===== src/proximity_weighted_speed_limit_top_assert.svh =====
// assertion macros for the proximity weighted speed limit block
`ifndef PROXIMITY_WEIGHTED_SPEED_LIMIT_TOP_ASSERT_SVH
`define PROXIMITY_WEIGHTED_SPEED_LIMIT_TOP_ASSERT_SVH
// implication checked on every clock edge outside reset
`define PWSL_ASSERT_IMP(label, lhs, rhs, msg) \
    label: assert property (@(posedge aclk) disable iff (!aresetn) (lhs) |-> (rhs)) \
        else $error(msg);
// non-overlapping implication, checked outside reset
`define PWSL_ASSERT_NEXT(label, lhs, rhs, msg) \
    label: assert property (@(posedge aclk) disable iff (!aresetn) (lhs) |=> (rhs)) \
        else $error(msg);
`endif


===== src/pwsl_pkg.sv =====
// shared types and constants for the proximity weighted speed limit block
package pwsl_pkg;
    localparam int FRAC_BITS = 16;
    localparam int CFG_W = 31;
    localparam int CFG_IDX_W = 3;
    localparam logic [CFG_IDX_W-1:0] REG_THRESHOLD = 3'd0;
    localparam logic [CFG_IDX_W-1:0] REG_MIN_DIST = 3'd1;
    localparam logic [CFG_IDX_W-1:0] REG_SOFTCAP = 3'd2;
    localparam logic [CFG_IDX_W-1:0] REG_LETHAL = 3'd3;
    localparam logic [CFG_IDX_W-1:0] REG_GAIN = 3'd4;
    localparam logic [CFG_IDX_W-1:0] REG_OFFSET = 3'd5;

    // operation handed from front to back
    typedef struct packed {
        logic        empty;
        logic        last;
        logic        do_blend;
        logic        do_block;
        logic [31:0] vdist;
        logic signed [31:0] cost;
    } pwsl_op_t;
endpackage


===== src/pwsl_fifo.sv =====
// two-entry queue between front and back
module pwsl_fifo import pwsl_pkg::*; (
    input  logic     aclk,
    input  logic     aresetn,
    input  logic     wr_en,
    input  pwsl_op_t wr_data,
    output logic     full,
    input  logic     rd_en,
    output pwsl_op_t rd_data,
    output logic     not_empty
);
    pwsl_op_t   mem [2];
    logic       wp_reg, rp_reg;
    logic [1:0] cnt_reg;

    assign full = cnt_reg == 2'd2;
    assign not_empty = cnt_reg != 2'd0;
    assign rd_data = mem[rp_reg];

    always_ff @(posedge aclk) begin
        if (wr_en) mem[wp_reg] <= wr_data;
    end

    always_ff @(posedge aclk) begin
        if (!aresetn) begin
            wp_reg <= 1'b0;
            rp_reg <= 1'b0;
            cnt_reg <= 2'd0;
        end else begin
            if (wr_en) wp_reg <= ~wp_reg;
            if (rd_en) rp_reg <= ~rp_reg;
            cnt_reg <= cnt_reg + {1'b0, wr_en} - {1'b0, rd_en};
        end
    end
endmodule


===== config.mk =====
export PLATFORM = sky130hd
export DESIGN_NAME = pwsl_fifo
export DESIGN_NICKNAME = d
export VERILOG_FILES = /design/src/proximity_weighted_speed_limit_top_assert.svh /design/src/pwsl_pkg.sv /design/src/pwsl_fifo.sv
export SDC_FILE = /design/constraint.sdc
export NUM_CORES = 1
export LEC_CHECK = 0
export ABC_AREA = 1
export BUFFER_PORTS_ARGS = -buffer_cell sky130_fd_sc_hd__buf_4
export CORE_ASPECT_RATIO = 0.8
export CORE_MARGIN = 2
export CORE_UTILIZATION = 55
export CTS_BUF_LIST = sky130_fd_sc_hd__clkbuf_2 sky130_fd_sc_hd__clkbuf_4 sky130_fd_sc_hd__clkbuf_8
export CTS_CLUSTER_SIZE = 20
export DETAILED_ROUTE_END_ITERATION = 10
export PLACE_DENSITY = 0.83
export SETUP_SLACK_MARGIN = 0.15
export SYNTH_ARGS = -nofsm -noshare
export SYNTH_HDL_FRONTEND = slang
export SYNTH_SLANG_ARGS = --single-unit
export TNS_END_PERCENT = 20

===== constraint.sdc =====
create_clock -name aclk -period 9.65 [get_ports aclk]
set_input_delay 0.4825 -clock aclk [delete_from_list [all_inputs] [get_ports aclk]]
set_output_delay 0.4825 -clock aclk [all_outputs]
set_load 0.005 [all_outputs]

==> tab_implementation.tex <==
\begin{tabular}{lr}
\hline
Metric & Value \\
\hline
\multicolumn{2}{l}{\textbf{Die}} \\
Chip Height & 91.2 µm \\
Effective utilization at floorplan & 0.571 \\
Area of the die & 0.0103 mm² \\
Boundary Pins & 142 \\
Width of the chip & 113 µm \\
Cell Rows & 31 \\
Core area & 0.00915 mm² \\
\multicolumn{2}{l}{\textbf{Drt}} \\
DR vias/cell & 5.03 \\
Total wire length & 9090 µm \\
DR WL met2 & 4400 µm \\
Post-detailed-route DRC marker count & 11 \\
Number of DRC violations after detailed-routing iteration 0 & 135 \\
Metal-1 WL & 3690 µm \\
1st-pass router iterations & 7 \\
Routed wirelength normalized by instance count & 17.3 µm \\
Highest routed layer & met4 \\
Final ANT Viol Nets & 0 \\
Detail Route met3 WL & 950 µm \\
Routed via count & 2641 \\
\multicolumn{2}{l}{\textbf{Synth}} \\
Flop and latch count out of synthesis & 141 \\
Largest area contributor in the netlist & edfxtp\_1 \\
Synth Area per Inst & 21.3 µm² \\
Count of yosys warnings during synthesis & 0 \\
Total standard cell area after synthesis & 0.00522 mm² \\
Syn\_nets & 319 \\
Most area-consuming cells after synthesis & edfxtp\_1, mux2\_2, mux2\_4 \\
Area share of the largest cell type after synthesis & 0.782 \\
Distinct cell type count of the synthesized netlist & 13 \\
Register area share after synthesis & 0.801 \\
Synthesized netlist cell count & 245 \\
\multicolumn{2}{l}{\textbf{Timing}} \\
Setup repair after global routing missed its margin & false \\
Total count of max-transition violations in the final report & 0 \\
Setup total negative slack & 0 ps \\
Worst Tran Pin Value & 1020 ps \\
Maximum clock skew at final layout & 7.47 ps \\
Period utilisation layout & 0.262 \\
Count of endpoints failing setup in the final report & 0 \\
Maximum clock frequency & 396 MHz \\
Post-layout min period & 2530 ps \\
Slew Limit Headroom & 0.321 \\
Worst Hold Slack & 248 ps \\
Count of final hold-check violations & 0 \\
\multicolumn{2}{l}{\textbf{Layout}} \\
Area added between synthesis and finish & 29.6\% \\
Share of final-layout standard cells stronger than drive strength 1 & 0.593 \\
Total of fill cells in the finished design & 563 \\
Number of standard cells in the layout, taps in and fillers out & 525 \\
Area occupied by multi-input gates & 947 µm² \\
Number of flip-flops under the largest register name & 136 \\
Final Instance Area & 0.00677 mm² \\
Post-layout net count & 473 \\
\# diodes & 0 \\
Register area & 0.00419 mm² \\
\multicolumn{2}{l}{\textbf{Status}} \\
Violated checks & DRC \\
Run status & finished with violations \\
\multicolumn{2}{l}{\textbf{Setup path}} \\
Data required, critical path & 9170 ps \\
Class of the most critical setup path & reg -> out \\
Type of element launching the critical path & flip-flop \\
Reg-to-reg endpoint & mem[0][60]\$\_DFFE\_PP\_ \\
Top fanout value on the critical path & 68 \\
Capture point of the worst path & rd\_data[21] \\
Reg-to-reg slack, setup & 7590 ps \\
R2R depth & 2 \\
Reg2Reg Launch Point & wp\_reg\$\_SDFFE\_PN0P\_ \\
Worst endpoint data arrival time & 2040 ps \\
Endpoint class of the critical path & output port \\
\multicolumn{2}{l}{\textbf{Place}} \\
Post-place instance area & 0.00638 mm² \\
Post-DP HPWL & 6120 µm \\
Weighted congestion reported at the end of routability-driven placement & 0.668 \\
Inst Count DP & 495 \\
IO Port Bufs & 141 \\
\multicolumn{2}{l}{\textbf{Global route}} \\
Via count of the first global-routing pass & 2779 \\
Largest net degree at the start of global routing & 69 \\
Global-route wire length before repair & 13900 µm \\
Antenna violations before repair & 0 \\
Congestion Overflow GR & 0 \\
Overall fraction of global-route tracks in use & 0.181 \\
\multicolumn{2}{l}{\textbf{Job}} \\
Maximum Capacitance Violations & 0 \\
\multicolumn{2}{l}{\textbf{Power and ir drop}} \\
Sum of internal, switching and leakage power & 1.32 mW \\
Maximum resistive drop on vdd & 0.000124 V \\
Leakage dissipation & 2.62 nW \\
Pwr/cell area & 195 mW/mm² \\
\multicolumn{2}{l}{\textbf{Clock tree}} \\
Number of levels in the clock H-tree & 4 \\
Clock sink total & 141 \\
Clock buffer count from CTS & 17 \\
Post-CTS setup buffer count & 0 \\
Clock Pin Slew Worst Setup and Hold Paths & 70 ps \\
Post-CTS Hold Buffers & 0 \\
Clock network latency to the later pin of the worst-skew pair & 420 ps \\
Count of instances resized after the clock tree is built & 0 \\
Number of buffers between clock root and the deepest sink & 2 \\
TritonCTS clock tree & built \\
Cell at the root of the clock tree & clkbuf\_8 \\
\multicolumn{2}{l}{\textbf{Min path}} \\
Hold crit path type & in -> reg \\
\hline
\end{tabular}
-- power breakdown --
group	internal [mW]	switching, mW
Sequential	0.708	0.0169
Clock	0.254	0.206
Combinational	0.0828	0.0503
-- stage by stage --
| stage | utilization | worst slack (ps) |
|---|---|---|
| after floorplan | - | 5780 |
| after global placement | 0.697 | 7270 |
| after detailed placement | 0.697 | 7260 |
| after CTS | 0.739 | 7070 |
| after global routing | 0.739 | 6980 |
| final | 0.739 | 7120 |
-- critical path: stages (launching register included) --
cell and delay [ps]:
dfxtp_4 1020, mux2_2 450, buf_4 140
-- metal layers --
| metal | up-vias | track usage |
|---|---|---|
| met4 | 0 | 0.0610 |
| met1 | 1272 | 0.219 |
| met2 | 112 | 0.291 |
| li1 | 1251 | - |
| met3 | 6 | 0.0828 |
| met5 | - | 0 |
-- cell families (layout without fill, tap and decap cells) --
kind of cell             Yosys count  count (layout)  share of synthesized area
adder cells (fa/ha/maj)            2               2                    0.00479
AO/OA/AOI/OAI                      1               1                   0.000957
AND/OR/NAND/NOR                   18              18                     0.0132
flip-flops                       141             141                      0.801
multiplexers                      68              68                      0.161
buffers and inverters             15             180                     0.0189
-- how the worst min path moves through the flow --
stage	start	end	slack, ps	cells past startpoint
2_1_floorplan	rp_reg$_SDFFE_PN0P_	flip-flop	460	2
3_3_place_gp	rp_reg$_SDFFE_PN0P_	rp_reg$_SDFFE_PN0P_	480	2
3_5_place_dp	rp_reg$_SDFFE_PN0P_	flip-flop	500	2
4_1_cts	wr_data[55]	mem[1][55]$_DFFE_PP_	220	1
5_1_grt	wr_data[55]	mem[1][55]$_DFFE_PP_	210	1
6_report	wr_data[29]	mem[0][29]$_DFFE_PP_	250	1
-- layout make-up --
| class | instances | share of cell area |
|---|---|---|
| Clock buffer | 18 | 0.0357 |
| Clock inverter | 12 | 0.0220 |
| Inverter | 7 | 0.00388 |
| Multi-Input combinational cell | 89 | 0.140 |
| Sequential cell | 141 | 0.619 |
| Tap cell | 115 | 0.0213 |
| Timing Repair Buffer | 143 | 0.159 |
-- Yosys cell counts (all sizes together) --
master  count
a21oi       1
buf         8
dfxtp       5
edfxtp    136
ha          2
inv         7
mux2       68
nand2       9
nand3       1
nor2        8
-- cells in the final DEF, fill, tap and decap left out, types with 2 or more instances in the layout --
master | synthesis | layout
clkinv_4 | 0 | 2
nand2_1 | 9 | 9
clkinv_2 | 0 | 3
mux2_4 | 20 | 20
nor2_1 | 8 | 7
clkbuf_8 | 0 | 17
buf_4 | 0 | 143
mux2_2 | 48 | 48
ha_1 | 2 | 2
edfxtp_1 | 136 | 136
clkinvlp_4 | 0 | 3
bufinv_16 | 0 | 3
inv_1 | 7 | 6
dfxtp_1 | 5 | 4
(Power assumes the default switching activity.)
